### src/rrts_pkg.sv
// Shared types, codes and reset constants of the round robin task scheduler.
package rrts_pkg;

    localparam int MAX_TASKS_DEF = 16;

    localparam logic [15:0] SLICE_RESET    = 16'd100;
    localparam logic [9:0]  MPT_RESET      = 10'd10;
    localparam logic [15:0] PID_SLOT0      = 16'd1;
    localparam logic [15:0] NEXT_PID_RESET = 16'd2;

    localparam logic [1:0] CMD_TICK    = 2'd0;
    localparam logic [1:0] CMD_CREATE  = 2'd1;
    localparam logic [1:0] CMD_SIG_PID = 2'd2;
    localparam logic [1:0] CMD_SIG_CUR = 2'd3;

    localparam logic [2:0] SIG_SEGFAULT = 3'd3;
    localparam logic [2:0] SIG_STOP     = 3'd4;
    localparam logic [2:0] SIG_CONT     = 3'd5;

    localparam logic [1:0] TS_RUNNING = 2'd0;
    localparam logic [1:0] TS_ZOMBIE  = 2'd1;
    localparam logic [1:0] TS_PAUSED  = 2'd3;

    localparam logic [1:0] STAT_OK     = 2'd0;
    localparam logic [1:0] STAT_NO_PID = 2'd1;
    localparam logic [1:0] STAT_FULL   = 2'd2;

    localparam logic REG_SLICE = 1'b0;
    localparam logic REG_MPT   = 1'b1;

    typedef struct packed {
        logic [1:0]  cmd;
        logic [2:0]  signal_code;
        logic [15:0] target_pid;
    } t_in_item;

    typedef struct packed {
        logic [3:0]  running_slot;
        logic [15:0] running_pid;
        logic        switched;
        logic [15:0] new_pid;
        logic [1:0]  status;
    } t_out_item;

    typedef struct packed {
        logic [15:0] slice_length_ms;
        logic [9:0]  ms_per_tick;
    } t_cfg;

    function automatic logic [1:0] apply_signal(input logic [1:0] old_state,
                                                input logic [2:0] code);
        logic [1:0] res;
        res = old_state;
        if (code <= SIG_SEGFAULT) begin
            res = TS_ZOMBIE;
        end else if (code == SIG_STOP) begin
            res = TS_PAUSED;
        end else if (code == SIG_CONT) begin
            res = TS_RUNNING;
        end
        return res;
    endfunction

endpackage

### src/round_robin_task_scheduler.sv
// Top level of the round robin task scheduler with its configuration port.
// A tick that does not end the slice, and a signal to the current task, need no scan of the
// table; a switching tick, a create and a signal to a pid have the sequencer examine the
// slots one at a time, and a signal to a pid reads each slot's pid from the RAM first.
// Busy stays high until the result beat is shown, and the receiver cannot stall it.
// Reset is synchronous and restores the task table.
module round_robin_task_scheduler import rrts_pkg::*; #(
    parameter int MAX_TASKS = MAX_TASKS_DEF
) (
    input  logic        i_clk,
    input  logic        i_rst_n,
    input  logic        start,
    output logic        busy,
    input  t_in_item    i_item,
    output logic        o_strobe,
    output t_out_item   o_result,
    input  logic        psel,
    input  logic        penable,
    input  logic        pwrite,
    input  logic [2:0]  paddr,
    input  logic [31:0] pwdata,
    output logic [31:0] prdata,
    output logic        pready
);

    t_cfg cfg;
    logic accept;

    assign accept = start && !busy;

    rrts_cfg u_cfg (
        .i_clk   (i_clk),
        .i_rst_n (i_rst_n),
        .psel    (psel),
        .penable (penable),
        .pwrite  (pwrite),
        .paddr   (paddr),
        .pwdata  (pwdata),
        .prdata  (prdata),
        .pready  (pready),
        .o_cfg   (cfg)
    );

    rrts_ctrl #(
        .MAX_TASKS (MAX_TASKS)
    ) u_ctrl (
        .i_clk    (i_clk),
        .i_rst_n  (i_rst_n),
        .i_start  (accept),
        .i_item   (i_item),
        .i_cfg    (cfg),
        .o_busy   (busy),
        .o_strobe (o_strobe),
        .o_result (o_result)
    );

    a_busy_after_accept: assert property (@(posedge i_clk) disable iff (!i_rst_n)
        accept |=> busy)
        else $error("busy not raised after an accepted start");

    a_single_beat: assert property (@(posedge i_clk) disable iff (!i_rst_n)
        o_strobe |=> !o_strobe)
        else $error("result beat held longer than one cycle");

    a_full_no_pid: assert property (@(posedge i_clk) disable iff (!i_rst_n)
        (o_strobe && o_result.status == STAT_FULL) |-> (o_result.new_pid == 16'd0))
        else $error("full table reported with a new pid");

    a_switch_ok: assert property (@(posedge i_clk) disable iff (!i_rst_n)
        (o_strobe && o_result.switched) |-> (o_result.status == STAT_OK))
        else $error("switch reported with an error status");

endmodule

### src/rrts_ram.sv
// Generic single write port, single read port RAM with registered read data.
module rrts_ram #(
    parameter int WIDTH = 16,
    parameter int DEPTH = 16
) (
    input  logic                     i_clk,
    input  logic                     i_we,
    input  logic [$clog2(DEPTH)-1:0] i_waddr,
    input  logic [WIDTH-1:0]         i_wdata,
    input  logic [$clog2(DEPTH)-1:0] i_raddr,
    output logic [WIDTH-1:0]         o_rdata
);

    logic [WIDTH-1:0] r_mem [DEPTH];
    logic [WIDTH-1:0] r_rdata;

    always_ff @(posedge i_clk) begin
        if (i_we) begin
            r_mem[i_waddr] <= i_wdata;
        end
        r_rdata <= r_mem[i_raddr];
    end

    assign o_rdata = r_rdata;

endmodule

### src/rrts_cfg.sv
// APB configuration registers of the round robin task scheduler.
module rrts_cfg import rrts_pkg::*; (
    input  logic        i_clk,
    input  logic        i_rst_n,
    input  logic        psel,
    input  logic        penable,
    input  logic        pwrite,
    input  logic [2:0]  paddr,
    input  logic [31:0] pwdata,
    output logic [31:0] prdata,
    output logic        pready,
    output t_cfg        o_cfg
);

    logic [15:0] r_slice_len;
    logic [9:0]  r_mpt;
    logic        wr_en;
    logic        reg_sel;

    assign wr_en   = psel && penable && pwrite;
    assign reg_sel = paddr[2];

    always_ff @(posedge i_clk) begin
        if (!i_rst_n) begin
            r_slice_len <= SLICE_RESET;
            r_mpt       <= MPT_RESET;
        end else if (wr_en) begin
            case (reg_sel)
                REG_SLICE: r_slice_len <= pwdata[15:0];
                REG_MPT:   r_mpt       <= pwdata[9:0];
                default:   r_mpt       <= r_mpt;
            endcase
        end
    end

    always_comb begin
        case (reg_sel)
            REG_SLICE: prdata = {16'd0, r_slice_len};
            REG_MPT:   prdata = {22'd0, r_mpt};
            default:   prdata = 32'd0;
        endcase
    end

    assign pready                = 1'b1;
    assign o_cfg.slice_length_ms = r_slice_len;
    assign o_cfg.ms_per_tick     = r_mpt;

endmodule

### src/rrts_ctrl.sv
// Task table and the sequencer that examines its slots one at a time.
module rrts_ctrl import rrts_pkg::*; #(
    parameter int MAX_TASKS = MAX_TASKS_DEF
) (
    input  logic      i_clk,
    input  logic      i_rst_n,
    input  logic      i_start,
    input  t_in_item  i_item,
    input  t_cfg      i_cfg,
    output logic      o_busy,
    output logic      o_strobe,
    output t_out_item o_result
);

    localparam int IW = $clog2(MAX_TASKS);
    localparam logic [IW-1:0] LAST = IW'(MAX_TASKS - 1);

    localparam logic [3:0] S_IDLE   = 4'd0;
    localparam logic [3:0] S_TICK   = 4'd1;
    localparam logic [3:0] S_ZSCAN  = 4'd2;
    localparam logic [3:0] S_RSCAN  = 4'd3;
    localparam logic [3:0] S_CREATE = 4'd4;
    localparam logic [3:0] S_PREQ   = 4'd5;
    localparam logic [3:0] S_PCMP   = 4'd6;
    localparam logic [3:0] S_SIGCUR = 4'd7;
    localparam logic [3:0] S_RDPID  = 4'd8;
    localparam logic [3:0] S_DONE   = 4'd9;

    logic [3:0]           r_fsm, n_fsm;
    logic [MAX_TASKS-1:0] r_used, n_used;
    logic [1:0]           r_tstate [MAX_TASKS];
    logic [1:0]           n_tstate [MAX_TASKS];
    logic [IW-1:0]        r_cur, n_cur;
    logic [IW-1:0]        r_idx, n_idx;
    logic [IW-1:0]        r_cnt, n_cnt;
    logic [16:0]          r_slice, n_slice;
    logic [15:0]          r_next_pid, n_next_pid;
    logic [2:0]           r_code, n_code;
    logic [15:0]          r_pid, n_pid;
    logic                 r_sw, n_sw;
    logic [15:0]          r_new_pid, n_new_pid;
    logic [1:0]           r_status, n_status;
    logic                 r_strobe, n_strobe;
    t_out_item            r_result, n_result;

    logic                 mem_we;
    logic [IW-1:0]        mem_raddr;
    logic [15:0]          mem_rdata;
    logic [15:0]          slot_pid;
    logic [IW-1:0]        idx_inc;
    logic [IW-1:0]        cur_inc;

    rrts_ram #(
        .WIDTH (16),
        .DEPTH (MAX_TASKS)
    ) u_pid_ram (
        .i_clk   (i_clk),
        .i_we    (mem_we),
        .i_waddr (r_idx),
        .i_wdata (r_next_pid),
        .i_raddr (mem_raddr),
        .o_rdata (mem_rdata)
    );

    assign mem_raddr = (r_fsm == S_PREQ) ? r_idx : r_cur;
    assign idx_inc   = (r_idx == LAST) ? '0 : r_idx + 1'b1;
    assign cur_inc   = (r_cur == LAST) ? '0 : r_cur + 1'b1;
    assign slot_pid  = (mem_raddr == '0) ? PID_SLOT0 : mem_rdata;

    always_comb begin
        n_fsm      = r_fsm;
        n_used     = r_used;
        n_tstate   = r_tstate;
        n_cur      = r_cur;
        n_idx      = r_idx;
        n_cnt      = r_cnt;
        n_slice    = r_slice;
        n_next_pid = r_next_pid;
        n_code     = r_code;
        n_pid      = r_pid;
        n_sw       = r_sw;
        n_new_pid  = r_new_pid;
        n_status   = r_status;
        n_strobe   = 1'b0;
        n_result   = r_result;
        mem_we     = 1'b0;
        case (r_fsm)
            S_IDLE: begin
                if (i_start) begin
                    n_code    = i_item.signal_code;
                    n_pid     = i_item.target_pid;
                    n_sw      = 1'b0;
                    n_new_pid = 16'd0;
                    n_status  = STAT_OK;
                    n_idx     = '0;
                    case (i_item.cmd)
                        CMD_TICK:    n_fsm = S_TICK;
                        CMD_CREATE:  n_fsm = S_CREATE;
                        CMD_SIG_PID: n_fsm = S_PREQ;
                        default:     n_fsm = S_SIGCUR;
                    endcase
                end
            end
            S_TICK: begin
                if (r_slice < {1'b0, i_cfg.slice_length_ms}) begin
                    n_slice = r_slice + {7'd0, i_cfg.ms_per_tick};
                    n_fsm   = S_RDPID;
                end else begin
                    n_slice = '0;
                    n_idx   = IW'(1);
                    n_fsm   = S_ZSCAN;
                end
            end
            S_ZSCAN: begin
                if ((r_used[r_idx] && r_tstate[r_idx] == TS_ZOMBIE) || r_idx == LAST) begin
                    if (r_used[r_idx] && r_tstate[r_idx] == TS_ZOMBIE) begin
                        n_used[r_idx] = 1'b0;
                    end
                    n_idx = cur_inc;
                    n_cnt = IW'(1);
                    n_fsm = S_RSCAN;
                end else begin
                    n_idx = idx_inc;
                end
            end
            S_RSCAN: begin
                if (r_used[r_idx] && r_tstate[r_idx] == TS_RUNNING) begin
                    n_cur = r_idx;
                    n_sw  = 1'b1;
                    n_fsm = S_RDPID;
                end else if (r_cnt == LAST) begin
                    n_fsm = S_RDPID;
                end else begin
                    n_idx = idx_inc;
                    n_cnt = r_cnt + 1'b1;
                end
            end
            S_CREATE: begin
                if (!r_used[r_idx]) begin
                    n_used[r_idx]   = 1'b1;
                    n_tstate[r_idx] = TS_RUNNING;
                    mem_we          = 1'b1;
                    n_new_pid       = r_next_pid;
                    n_next_pid      = r_next_pid + 16'd1;
                    n_fsm           = S_RDPID;
                end else if (r_idx == LAST) begin
                    n_status = STAT_FULL;
                    n_fsm    = S_RDPID;
                end else begin
                    n_idx = idx_inc;
                end
            end
            S_PREQ: begin
                n_fsm = S_PCMP;
            end
            S_PCMP: begin
                if (r_used[r_idx] && ((r_idx == '0 ? PID_SLOT0 : mem_rdata) == r_pid)) begin
                    n_tstate[r_idx] = apply_signal(r_tstate[r_idx], r_code);
                    n_fsm           = S_RDPID;
                end else if (r_idx == LAST) begin
                    n_status = STAT_NO_PID;
                    n_fsm    = S_RDPID;
                end else begin
                    n_idx = idx_inc;
                    n_fsm = S_PREQ;
                end
            end
            S_SIGCUR: begin
                if (r_used[r_cur]) begin
                    n_tstate[r_cur] = apply_signal(r_tstate[r_cur], r_code);
                end else begin
                    n_status = STAT_NO_PID;
                end
                n_fsm = S_RDPID;
            end
            S_RDPID: begin
                n_fsm = S_DONE;
            end
            S_DONE: begin
                n_result.running_slot = 4'(r_cur);
                n_result.running_pid  = slot_pid;
                n_result.switched     = r_sw;
                n_result.new_pid      = r_new_pid;
                n_result.status       = r_status;
                n_strobe              = 1'b1;
                n_fsm                 = S_IDLE;
            end
            default: begin
                n_fsm = S_IDLE;
            end
        endcase
    end

    always_ff @(posedge i_clk) begin
        if (!i_rst_n) begin
            r_fsm      <= S_IDLE;
            r_used     <= MAX_TASKS'(1);
            r_tstate   <= '{default: TS_RUNNING};
            r_cur      <= '0;
            r_slice    <= '0;
            r_next_pid <= NEXT_PID_RESET;
            r_strobe   <= 1'b0;
        end else begin
            r_fsm      <= n_fsm;
            r_used     <= n_used;
            r_tstate   <= n_tstate;
            r_cur      <= n_cur;
            r_slice    <= n_slice;
            r_next_pid <= n_next_pid;
            r_strobe   <= n_strobe;
        end
    end

    always_ff @(posedge i_clk) begin
        r_idx     <= n_idx;
        r_cnt     <= n_cnt;
        r_code    <= n_code;
        r_pid     <= n_pid;
        r_sw      <= n_sw;
        r_new_pid <= n_new_pid;
        r_status  <= n_status;
        r_result  <= n_result;
    end

    assign o_busy   = (r_fsm != S_IDLE);
    assign o_strobe = r_strobe;
    assign o_result = r_result;

endmodule
### config.mk
export PLATFORM = sky130hd
export DESIGN_NAME = round_robin_task_scheduler
export DESIGN_NICKNAME = d
export VERILOG_FILES = /design/src/rrts_pkg.sv /design/src/round_robin_task_scheduler.sv /design/src/rrts_ram.sv /design/src/rrts_cfg.sv /design/src/rrts_ctrl.sv
export SDC_FILE = /design/constraint.sdc
export NUM_CORES = 1
export LEC_CHECK = 0
export BUFFER_PORTS_ARGS = -buffer_cell sky130_fd_sc_hd__buf_4
export CORE_ASPECT_RATIO = 1.1
export CORE_MARGIN = 4
export CORE_UTILIZATION = 55
export DETAILED_ROUTE_END_ITERATION = 10
export GPL_TIMING_DRIVEN = 0
export PLACE_DENSITY = 0.76
export RECOVER_POWER = 25
export SKIP_LAST_GASP = 1
export SYNTH_ARGS = -nofsm -noshare
export SYNTH_HDL_FRONTEND = slang
export SYNTH_SLANG_ARGS = --single-unit
### constraint.sdc
create_clock -name i_clk -period 2.9 [get_ports i_clk]
set_input_delay 0.58 -clock i_clk [delete_from_list [all_inputs] [get_ports i_clk]]
set_output_delay 0.58 -clock i_clk [all_outputs]
set_load 0.02 [all_outputs]
After elaboration in Yosys (flattened, before gate mapping):

Memory sizes are Yosys's and may differ from the RTL's. A register that Yosys moved wholly into a read port is not among the register bits.
Index checks and enable logic that the tools add are counted.

* add/subtract/negate cells: 5
* $lt $le $gt $ge: 9
* eq/ne operators: 35
* multiplexer cells: 84
* bitwise gates (word level): 9
* reductions and logical operators: 37

Operator list (count)
* 2-to-1 mux 16 bit: 6
* 2-to-1 mux 32 bit: 3
* case mux 32 bit (3 select lines): 1
* 2-to-1 mux 4 bit: 23
* bitwise mux 32 bit: 2
* case mux 16 bit (2 select lines): 2
* case mux 32 bit (2 select lines): 1
* 2-to-1 mux 2 bit: 22
* case mux 4 bit (9 select lines): 1
* bitwise AND 32 bit: 1
* NOT 32 bit: 1
* case mux 4 bit (6 select lines): 1
* equality test 4 bit (second input constant): 5
* adder 17 x 10 -> 17 bit: 1
* < comparator 17 x 16 -> 1 bit: 1
* 2-to-1 mux 17 bit: 1
* adder 16 x 1 -> 16 bit (second input constant): 1
* bitwise AND 16 bit: 1
* binary-select mux 2 bit (select 4 bit): 2
* demux 2 bit (select 4 bit): 2
* equality test 16 bit: 1
* equality test 4 x 3 -> 1 bit (second input constant): 4
* inequality test 2 x 1 -> 1 bit (second input constant): 8
* NOT 16 bit: 1
* 37 further kinds: 87

* flip-flop bits (word level): 201
* RAM bits: 256
* output and inout bits: 74
* word-level logic and storage cells: 216
* memories: 1

Memories
* u_ctrl.u_pid_ram.r_mem: words 16, bits a word 16, rd ports 1, clocked after memory_dff 1, wr ports 1, line rrts_ram.sv:14 `logic [WIDTH-1:0] r_mem [DEPTH];`

Longest topological paths before layout:

Gate-level depths: netlist of the first run.

* word-level depth: 12
* depth in mapped cells: 14

Cells and area by module:

A second synthesis of the first run with hierarchy kept.

* cells, all modules: 1556
* area total of the unflattened synthesis: 21136.5 um2

Modules (own cells, without submodules)
* rrts_ram: times used 1, cells an instance 432, area each 10043.4 um2, seq. area each 8007.7 um2
* rrts_ctrl: times used 1, cells an instance 976, area each 9714.3 um2, seq. area each 4354.2 um2
* rrts_cfg: times used 1, cells an instance 147, area each 1365.1 um2, seq. area each 520.5 um2
* round_robin_task_scheduler: times used 1, cells an instance 1, area each 13.8 um2, seq. area each 0.0 um2

Worst setup path after synthesis of the first run:

OpenSTA, ideal clock, no wires.

* path kind: flip-flop to flip-flop
* from: register u_ctrl.r_idx[1]
* to: memory u_ctrl.u_pid_ram.r_mem[3][0] (enable)
* library setup time: 388 ps
* arrival: 2806 ps
* data required time: 2512 ps
* setup slack: -294 ps
* cell stages (with the launch flop): 8
* buffers on the path: 3
* clock period less this slack: 3194 ps
* path through: edfxtp_1 -> buf_6 -> mux4_2 -> a22o_1 -> a311o_1 -> clkbuf_1 -> clkbuf_1 -> nor2_1

* cells in the longest elaborated chain, start to end: 6

RTL lines
* from (decl): line rrts_ctrl.sv:34 `logic [IW-1:0] r_idx, n_idx;`
* from (signal assigned): line rrts_ctrl.sv:215 `r_idx <= n_idx;`
* binary-select mux 1 bit (select 4 bit): line rrts_ctrl.sv:139 `if (!r_used[r_idx]) begin`
* 2-to-1 mux 1 bit (implied by the code): line rrts_ctrl.sv:139
* 2-to-1 mux 1 bit: line rrts_ctrl.sv:139
* 2-to-1 mux 1 bit: line rrts_ctrl.sv:87 `case (r_fsm)`
* 2-to-1 mux 1 bit: line rrts_ram.sv:18 `if (i_we) begin`
* 2-to-1 mux 1 bit (implied by the code): line rrts_ram.sv:19 `r_mem[i_waddr] <= i_wdata;`
* to (decl): line rrts_ram.sv:14

Parallel ways exist; a longest one is shown, timed or not. The select of a mux whose other input is x is not followed.

Worst setup path in the final report of the first run:

* from: register u_ctrl.r_cur[2]
* to: register u_ctrl.r_tstate[28] in the netlist's numbering

* cells in the longest elaborated chain, start to end: 12
* elaborated cells between the ends (all ways): 21

RTL lines
* from (decl): line rrts_ctrl.sv:33 `logic [IW-1:0] r_cur, n_cur;`
* from (signal assigned): line rrts_ctrl.sv:207 `r_cur <= n_cur;`
* NOT 4 -> 5 bit (implied by the code): line rrts_ctrl.sv:170 `n_tstate[r_cur] = apply_signal(r_tstate[r_cur], r_code);`
* binary-select mux 2 bit (select 4 bit): line rrts_ctrl.sv:170
* 2-to-1 mux 2 bit (implied by the code) (2 in a row): line rrts_ctrl.sv:170
* 2-to-1 mux 2 bit: line rrts_pkg.sv:58 `end else if (code == SIG_CONT) begin`
* 2-to-1 mux 2 bit: line rrts_pkg.sv:56 `end else if (code == SIG_STOP) begin`
* 2-to-1 mux 2 bit: line rrts_pkg.sv:54 `if (code <= SIG_SEGFAULT) begin`
* 2-to-1 mux 2 bit: line rrts_ctrl.sv:169 `if (r_used[r_cur]) begin`
* 2-to-1 mux 2 bit: line rrts_ctrl.sv:87
* bitwise mux 32 bit: line rrts_ctrl.sv:170
* 2-to-1 mux 32 bit: line rrts_ctrl.sv:169
* case mux 32 bit (3 select lines): line rrts_ctrl.sv:87
* to (signal assigned): line rrts_ctrl.sv:206 `r_tstate <= n_tstate;`
* to (decl): line rrts_ctrl.sv:31 `logic [1:0] r_tstate [MAX_TASKS];`

Parallel ways exist; a longest one is shown, timed or not. The select of a mux whose other input is x is not followed.
A chain may end at the register's enable or synchronous reset.

==> summary.md, run 1 <==
| Metric | Value |
|---|---|
| Adder-Cell Fraction of Synth Area | `2.15%` |
| Final Hold Viols | `0` |
| Internal | `13,100 uW` |
| Initial antenna violation count | `0` |
| Seq cells post-synth | `473` |
| Post-synth EDFFs | `341` |
| Synth Area in XOR/XNOR | `1.19%` |
| RSZ-0062 raised after global routing | `yes` |
| # IOs | `136` |
| Ys async rst share | `0%` |
| Worst ir drop on vdd | `0.614 mV` |
| Gate power share | `23.9%` |
| GR Overflow Total | `0` |
| CP endpoint kind | `flip-flop` |
| Max H-tree Level | `2` |
| Synth Area in Compound Gates | `10.4%` |
| Max-cap violations | `0` |
| Status | `finished with violations` |
| CP max FO | `10` |
| Diode count | `0` |
| Final Setup Violations | `52` |
| Worst-Skew Late Latency | `0.61 ns` |
| Die area | `0.0419 sq mm` |
| Tmin final | `3.05 ns` |
| Synth-to-Final Area Change | `22.1%` |
| Final worst path period share | `105%` |
| Power Dens Cells | `728 mW/mm^2` |
| Mux contribution to synthesized area | `10.8%` |
| Commonest non-fill, non-tap cell in the layout | `edfxtp_1` |
| Critical setup path kind | `reg -> reg` |
| Simple-gate area share of the yosys netlist | `11.3%` |
| CTS buffer count | `46` |
| Tot GR Track Use | `28.5%` |
| Vias per cell | `6.43` |
| Starting Density | `55.7%` |
| Site Rows | `75` |
| Number of port buffers | `99` |
| Violated checks | `negative setup slack` |
| Synth Warn # | `0` |
| Slew HR | `25.9%` |
| Sink Count | `473` |
| Setup ws final | `-0.145 ns` |
| WL/cell | `25.4 um` |
| Initial DRC Count | `1,688` |
| Largest family of logic cells by synthesized area | `simple AND/OR/NAND/NOR gates` |
| Sequential share of power | `43.4%` |
| Clock root cell | `clkbuf_16` |
| LEAKAGE | `0.00927 uW` |
| Die Ht | `214 um` |
| Yosys cell types | `69` |
| Ys flop type | `edfxtp_1` |
| Clk_skew | `0.0321 ns` |
| Via count | `15.6k` |
| Final WL | `61,800 um` |
| Vias in the first global route | `15.6k` |
| Final layout net count | `1,995` |
| Sw frac | `30.9%` |
| Core footprint | `0.0382 sq mm` |
| Clock share of power | `32.7%` |
| Max Slew Vio Count | `0` |
| Required @ worst endpoint | `3.37 ns` |
| Hold Crit Class | `in -> reg` |
| Pin count of the biggest net entering global routing | `37` |
| Fmax | `328 MHz` |
| Data arrival, critical path | `3.52 ns` |
| First-pass GRT wire length | `92,800 um` |
| Post-Syn Instances | `1,664` |
| Worst slew pin tran | `1.11 ns` |
| Layout cells sized above 1 | `26.2%` |
| Die width | `195 um` |
| Sequential fraction of the synthesis area | `60.6%` |
| Placer Congestion | `1.03` |
| CTS tree | `yes` |
| Clock transition at path regs | `0.06 ns` |
| Clock tree buffer depth | `3` |
| Pre-CTS WS | `-1.11 ns` |
| Post-DP HPWL | `41,300 um` |
| Fillers | `2,606` |
| First-pass detailed-route iteration total | `7` |
| Most frequent cells in the layout | `341 x edfxtp_1, 200 x nand2_1, 153 x buf_4` |
| DRC viols | `0` |
| Post-layout util | `68.0%` |
| Startpoint Class | `flip-flop` |
| Mean area per synthesized cell | `12.8 sq um` |
| Remaining antenna violation count | `0` |
| NetSw | `5830 uW` |
| Mapped Area | `0.0213 sq mm` |
-- critical path, stage by stage (launching register included) --
cell      delay, ns
dfxtp_1        0.65
clkbuf_2       0.37
mux4_2         0.36
o21ai_0        0.18
o221ai_1       0.30
o21ai_2        0.35
clkbuf_2       0.34
o221ai_1       0.16
a32o_1         0.23
-- cell type report --
cell class / instances / area (sq um) / area share [%]
flip-flops and latches: 473 / 12900 / 49.6
multi-input cells: 1039 / 8290 / 31.9
repair buffers: 175 / 1590 / 6.12
clock buffers: 55 / 1230 / 4.72
plain buffers: 111 / 774 / 2.98
well taps: 500 / 626 / 2.41
clock inverters: 31 / 352 / 1.35
inverters: 51 / 216 / 0.834
-- registers in the layout, summed over array words and instances, names as in the netlist, 16 cells and up, named ones only --
register,cells
u_cfg.r_slice_len,16
u_ctrl.o_result,39
u_ctrl.r_new_pid,16
u_ctrl.r_next_pid,16
u_ctrl.r_pid,16
u_ctrl.r_slice,17
u_ctrl.r_tstate,32
u_ctrl.u_pid_ram.o_rdata,16
u_ctrl.u_pid_ram.r_mem,256
-- power by group through the flow --
stage	logic, uW	registers [uW]	clock network, uW
after floorplan	2330	8170	0
after global placement	3430	8240	0
after detailed placement	3500	8260	0
after CTS	4120	8150	6250
after global routing	4770	8230	6540
final	4520	8200	6170
-- logic make-up after synthesis --
kind of cell               Yosys count
other                                2
buffers and inverters              167
AOI/OAI and AO/OA                  317
adders and majority gates           36
DFF                                473
xor gates and xnor gates            29
and+or+nand+nor                    513
muxes                              127
-- cells in the mapped netlist, drive strengths merged, types with 41 or more instances --
cell    number  area, sq um
edfxtp     341        10200
nand2      203          762
dfxtp      132         2640
nor2        90          338
mux4        80         1800
nand3       70          350
a21oi       68          340
clkbuf      67          251
inv         51          191
buf         49          303
o21ai       41          205
-- layer usage --
layer / GRT usage (%) / routed length [um] / up-vias
li1: - / - / 6795
met1: 38.3 / 23500 / 7673
met2: 45.6 / 29000 / 996
met3: 6.52 / 6470 / 183
met4: 11.0 / 2780 / 2
met5: 0.926 / 39 / -
-- repair_timing --
action / CTS / global route
setup buffers: 47 / 20
cloned: 2 / 3
hold endpoints to repair: 0 / 0
endpoints found under the setup margin: 382 / 327
hold buffers: 0 / 0
gates resized for setup: 140 / 66
pin swaps: 23 / 30
-- final timing paths --
check / slack [ns] / endpoint / depth (start not counted) / from
worst max register to register: -0.15 / u_ctrl.r_tstate[28] / 8 / u_ctrl.r_cur[2]
worst min-delay path: 0.17 / u_ctrl.r_pid[6] / 1 / i_item[6]
worst max-delay path: -0.15 / u_ctrl.r_tstate[28] / 8 / u_ctrl.r_cur[2]
worst min register to register: 0.41 / u_ctrl.o_result[17] / 0 / u_ctrl.r_new_pid[15]
-- metrics by stage --
step | setup TNS (ns) | hold slack [ns] | instance area, sq um | instances | power [uW]
2_1_floorplan | -11.98 | 0.400 | 21400 | 1679 | 10500
3_3_place_gp | -322.24 | 0.401 | 22800 | 2278 | 11700
3_5_place_dp | -257.46 | 0.405 | 22900 | 2282 | 11800
4_1_cts | -2.14 | 0.119 | 25500 | 2414 | 18500
5_1_grt | -6.20 | 0.155 | 26000 | 2435 | 19500
6_report | -3.73 | 0.171 | 26000 | 2435 | 18900
Note: power is estimated with default switching activity, not from simulation.
==> inputs of run 2 (changes only) <==
- CELL_PAD_IN_SITES_DETAIL_PLACEMENT: unset -> 1
- CELL_PAD_IN_SITES_GLOBAL_PLACEMENT: unset -> 1
- CORE_UTILIZATION: 55 -> 45
- PLACE_DENSITY: 0.76 -> unset
- PLACE_DENSITY_LB_ADDON: unset -> 0.1
==> summary.md, run 2 (synthesis results as in run 1) <==
| Metric | Value |
|---|---|
| Status | `finished with violations` |
| Violated checks | `negative setup slack` |
| Worst Hold Depth | `1` |
| Die width | `215 um` |
| Most frequent cells in the layout | `341 x edfxtp_1, 199 x nand2_1, 154 x buf_4` |
| First-pass GRT wire length | `102,000 um` |
| Critical setup path kind | `reg -> reg` |
| Most flops, register | `u_ctrl.u_pid_ram.r_mem` |
| Max reg flops | `256` |
| Post-DP HPWL | `46,200 um` |
| Fmax | `324 MHz` |
| FF-to-FF Start | `u_ctrl.r_idx[1]` |
| CP max FO | `16` |
| Initial antenna violation count | `1` |
| CTS tree | `yes` |
| Power Dens Cells | `717 mW/mm^2` |
| Post-layout util | `57.7%` |
| Starting Density | `45.5%` |
| WL/cell | `27.3 um` |
| Max-cap violations | `0` |
| GR Overflow Total | `0` |
| Startpoint Class | `flip-flop` |
| Pin count of the biggest net entering global routing | `31` |
| Die Ht | `236 um` |
| Final WL | `70,000 um` |
| WL met1 | `27,700 um` |
| Core footprint | `0.0467 sq mm` |
| Fillers | `4,616` |
| Worst ir drop on vdd | `0.459 mV` |
| RSZ-0062 raised after global routing | `yes` |
| Tmin final | `3.09 ns` |
| Data arrival, critical path | `3.40 ns` |
| Clk_skew | `0.0227 ns` |
| Hold path startpoint | `i_item[9]` |
| FF-to-FF path depth | `10` |
| Tot GR Track Use | `26.3%` |
| WHS | `0.184 ns` |
| Worst slew pin tran | `0.961 ns` |
| Final Hold Viols | `0` |
| Clock tree buffer depth | `3` |
| R2r setup slk | `-0.19 ns` |
| Diode count | `0` |
| Remaining antenna violation count | `0` |
| DRC viols | `0` |
| Initial DRC Count | `1,153` |
| Vias in the first global route | `16.2k` |
| DR top layer | `met5` |
| Setup ws final | `-0.191 ns` |
| Hold Crit Class | `in -> reg` |
| Slew HR | `35.9%` |
| Site Rows | `83` |
| First-pass detailed-route iteration total | `5` |
| Final worst path period share | `107%` |
| CP endpoint kind | `flip-flop` |
| Die area | `0.0508 sq mm` |
| Vias per cell | `6.10` |
| DR WL met2 | `35,200 um` |
| Synth-to-Final Area Change | `26.8%` |
| Final layout net count | `2,023` |
| CTS buffer count | `49` |
| Required @ worst endpoint | `3.21 ns` |
| Reg-to-Reg End | `u_ctrl.u_pid_ram.r_mem[6][10]` |
| Max Slew Vio Count | `0` |
| # IOs | `136` |
| Via count | `15.6k` |
| Final Setup Violations | `248` |
| Clock transition at path regs | `0.06 ns` |
| Commonest non-fill, non-tap cell in the layout | `edfxtp_1` |
| Placer Congestion | `0.924` |
| Sink Count | `473` |
| Layout cells sized above 1 | `29.5%` |
| Max H-tree Level | `2` |
| Number of port buffers | `99` |
| Clock root cell | `clkbuf_16` |
| Worst Hold Endpoint | `u_ctrl.r_pid[9]` |
| LEAKAGE | `0.00954 uW` |
| Worst-Skew Late Latency | `0.61 ns` |
| Met3 WL post-DR | `4450 um` |
-- run 2: cell types whose count changed in the layout (fill, tap and decap cells not counted), moves of 5 or more --
cell / before / now
a31oi_1: 25 / 11
a31oi_4: 1 / 11
buf_12: 19 / 26
buf_2: 7 / 2
buf_6: 11 / 27
bufinv_16: 5 / 0
clkbuf_16: 49 / 59
clkbuf_4: 18 / 23
clkinv_1: 9 / 15
nand3_1: 67 / 54
nand3_4: 0 / 11
-- run 2: repair_timing --
| action | 4_1_cts | 5_1_grt |
|---|---|---|
| resized for setup | 200 | 127 |
| buffers inserted | 55 | 30 |
| hold buffers | 0 | 0 |
| gates cloned | 6 | 7 |
| endpoints found under the setup margin | 382 | 356 |
| pin swaps | 37 | 42 |
-- run 2: metrics by stage --
stage | TNS [ns] | cells | total power (uW) | area (sq um) | setup WS (ns)
after detailed placement | -238.07 | 2381 | 11900 | 23000 | -1.32
after floorplan | -11.98 | 1679 | 10500 | 21400 | -0.114
after global routing | -35.76 | 2561 | 20100 | 27000 | -0.254
after global placement | -341.23 | 2373 | 11800 | 22900 | -1.23
after CTS | -9.85 | 2529 | 18800 | 26100 | -0.183
final | -25.18 | 2561 | 19300 | 27000 | -0.191
-- run 2: critical path, cell delays in order, from the launching register on --
cell,delay [ns]
edfxtp_1,0.41
buf_4,0.18
mux4_2,0.52
a22o_4,0.30
a311o_2,0.39
buf_12,0.16
clkbuf_16,0.16
clkbuf_16,0.16
clkbuf_8,0.18
nor2_4,0.14
buf_12,0.19
-- run 2: power breakdown --
part	internal, uW	total, uW	switching, uW	leakage, uW
Combinational	1960	5200	3240	0.00457
Sequential	7850	8190	341	0.00424
Clock	3250	5940	2690	0.000729
-- run 2: routing by layer --
layer | up-vias | track usage [%]
li1 | 6847 | -
met2 | 621 | 44.7
met3 | 166 | 4.77
met5 | - | 0
met4 | 2 | 9.25
met1 | 7991 | 34.0
-- run 2: worst max path at each step --
stage	end	slack [ns]	cells past startpoint	from
detailed placement	u_ctrl.r_tstate[4]	-1.32	14	u_ctrl.r_idx[0]
global route	u_ctrl.r_tstate[24]	-0.25	14	u_ctrl.r_idx[1]
floorplan	u_ctrl.u_pid_ram.r_mem[13][0]	-0.11	6	u_ctrl.r_idx[1]
global placement	u_ctrl.u_pid_ram.o_rdata[10]	-1.23	11	u_ctrl.r_cur[1]
CTS	u_ctrl.r_tstate[4]	-0.18	15	u_ctrl.r_idx[1]
finish	u_ctrl.u_pid_ram.r_mem[6][10]	-0.19	10	u_ctrl.r_idx[1]
-- run 2: area by class of cell --
class	instances	area (sq um)	share of cell area [%]
plain buffers	109	817	3.03
repair buffers	201	2000	7.44
clock buffers	62	1330	4.92
inverters	51	210	0.780
multi-input cells	1040	8770	32.5
flip-flops and latches	473	12900	47.8
well taps	595	744	2.76
clock inverters	30	186	0.692
==> inputs of run 3 (changes only) <==
- MAX_ROUTING_LAYER: unset -> met4
==> summary.md, run 3 (synthesis results as in run 1) <==
| Metric | Value |
|---|---|
| Status | `finished with violations` |
| Violated checks | `negative setup slack` |
| Remaining antenna violation count | `0` |
| Max-cap violations | `0` |
| Worst-Skew Late Latency | `0.59 ns` |
| Tot Pwr | `19,600 uW` |
| GR Overflow Total | `0` |
| RSZ-0062 raised after global routing | `yes` |
| Die area | `0.0508 sq mm` |
| Final worst path period share | `105%` |
| Critical setup path kind | `reg -> reg` |
| Required @ worst endpoint | `3.39 ns` |
| LEAKAGE | `0.00951 uW` |
| Diode count | `0` |
| Max H-tree Level | `2` |
| Commonest non-fill, non-tap cell in the layout | `edfxtp_1` |
| R2r setup slk | `-0.16 ns` |
| Data arrival, critical path | `3.54 ns` |
| Clock root cell | `clkbuf_16` |
| Area of the multi-input gates | `0.00864 sq mm` |
| Setup ws final | `-0.157 ns` |
| Worst ir drop on vdd | `0.470 mV` |
| Initial antenna violation count | `0` |
| Crit path max-delay cell type | `edfxtp_1` |
| Synth-to-Final Area Change | `25.7%` |
| Fmax | `327 MHz` |
| Layout cells sized above 1 | `29.0%` |
| CTS tree | `yes` |
| Tot GR Track Use | `27.1%` |
| Fillers | `4,639` |
| Vias per cell | `6.06` |
| Crit path max-delay family | `compound AO/OA/AOI/OAI gates` |
| Startpoint Class | `flip-flop` |
| Final setup TNS | `-8.17 ns` |
| Clock transition at path regs | `0.06 ns` |
| Hold Crit Class | `in -> reg` |
| Die Ht | `236 um` |
| Final layout net count | `2,010` |
| Sink Count | `473` |
| DRC viols | `0` |
| Placed Instances | `2,381` |
| Die width | `215 um` |
| Layout Cells excl Fill | `2,547` |
| Max reg flops | `256` |
| Tmin final | `3.06 ns` |
| Reg area | `0.0129 sq mm` |
| Core footprint | `0.0467 sq mm` |
| Starting Density | `45.5%` |
| Number of port buffers | `99` |
| CP endpoint kind | `flip-flop` |
| Initial DRC Count | `1,274` |
| Final Hold Viols | `0` |
| # IOs | `136` |
| Most flops, register | `u_ctrl.u_pid_ram.r_mem` |
| Final Setup Violations | `179` |
| Post-DP HPWL | `47,200 um` |
| Clk_skew | `0.0147 ns` |
| Power Dens Cells | `734 mW/mm^2` |
| Max Slew Vio Count | `0` |
| CP max FO | `10` |
| Most frequent cell on the critical path | `buf_4` |
| Placer Congestion | `0.928` |
| Vias in the first global route | `16.0k` |
| Most frequent cells in the layout | `341 x edfxtp_1, 200 x nand2_1, 158 x buf_4` |
| Crit path buf inv count | `4` |
| Pin count of the biggest net entering global routing | `31` |
| WL/cell | `26.9 um` |
| Site Rows | `83` |
| Clock tree buffer depth | `3` |
| First-pass detailed-route iteration total | `7` |
| CTS Hold Bufs | `0` |
| Worst slew pin tran | `0.940 ns` |
| Slew HR | `37.3%` |
| Final WL | `68,500 um` |
| CTS buffer count | `49` |
| Crit-path cells | `buf_6 > buf_4 > buf_4 > or2_2 > o22a_1 > a31oi_4 > o21ai_2 > nand2_1 > clkbuf_2 > nand3_2 > a32o_1` |
| Via count | `15.4k` |
| First-pass GRT wire length | `103,000 um` |
| Peak per-stage delay on the critical path | `0.44 ns` |
run 3: cell type report:
cell class | count | share of cell area (%)
flip-flops and latches | 473 | 48.2
multi-input cells | 1039 | 32.3
repair buffers | 189 | 6.72
clock buffers | 54 | 4.78
plain buffers | 109 | 3.06
well taps | 595 | 2.79
clock inverters | 37 | 1.35
inverters | 51 | 0.754
run 3: final timing paths:
kind	startpoint	endpoint	cells past startpoint
max	u_ctrl.r_idx[1]	u_ctrl.r_tstate[3]	11
min	i_item[18]	u_ctrl.r_code[2]	1
max reg2reg	u_ctrl.r_idx[1]	u_ctrl.r_tstate[3]	11
min reg2reg	u_ctrl.r_new_pid[8]	u_ctrl.o_result[10]	0
run 3: layer usage:
layer | part of all wire [%] | GRT usage, % | wire [um] | up-vias
met4 | 2.9 | 7.17 | 2010 | 0
met3 | 5.9 | 3.88 | 4060 | 123
met1 | 41 | 34.7 | 28100 | 7929
li1 | - | - | - | 6837
met5 | 0 | - | 0 | -
met2 | 50 | 45.8 | 34400 | 550
run 3: per-stage QoR:
stage | cell area [sq um] | util (%) | hold slack [ns] | worst slack [ns]
floorplan | 21400 | - | 0.400 | -0.114
global placement | 22900 | 49.0 | 0.402 | -1.31
detailed placement | 23000 | 49.3 | 0.406 | -1.32
CTS | 26000 | 55.7 | 0.144 | -0.0818
global route | 26700 | 57.2 | 0.162 | -0.217
finish | 26700 | 57.2 | 0.188 | -0.157
run 3: where the power goes:
part / internal [uW] / switching (uW) / leakage (uW)
combinational: 1860 / 3070 / 0.00446
sequential: 7850 / 367 / 0.00424
clock: 3730 / 2730 / 0.000808
run 3: timing repair:
action | 4_1_cts | 5_1_grt
pin swaps | 27 | 55
resized for setup | 177 | 110
gates cloned | 3 | 4
setup endpoints to repair | 385 | 367
setup buffers | 53 | 23
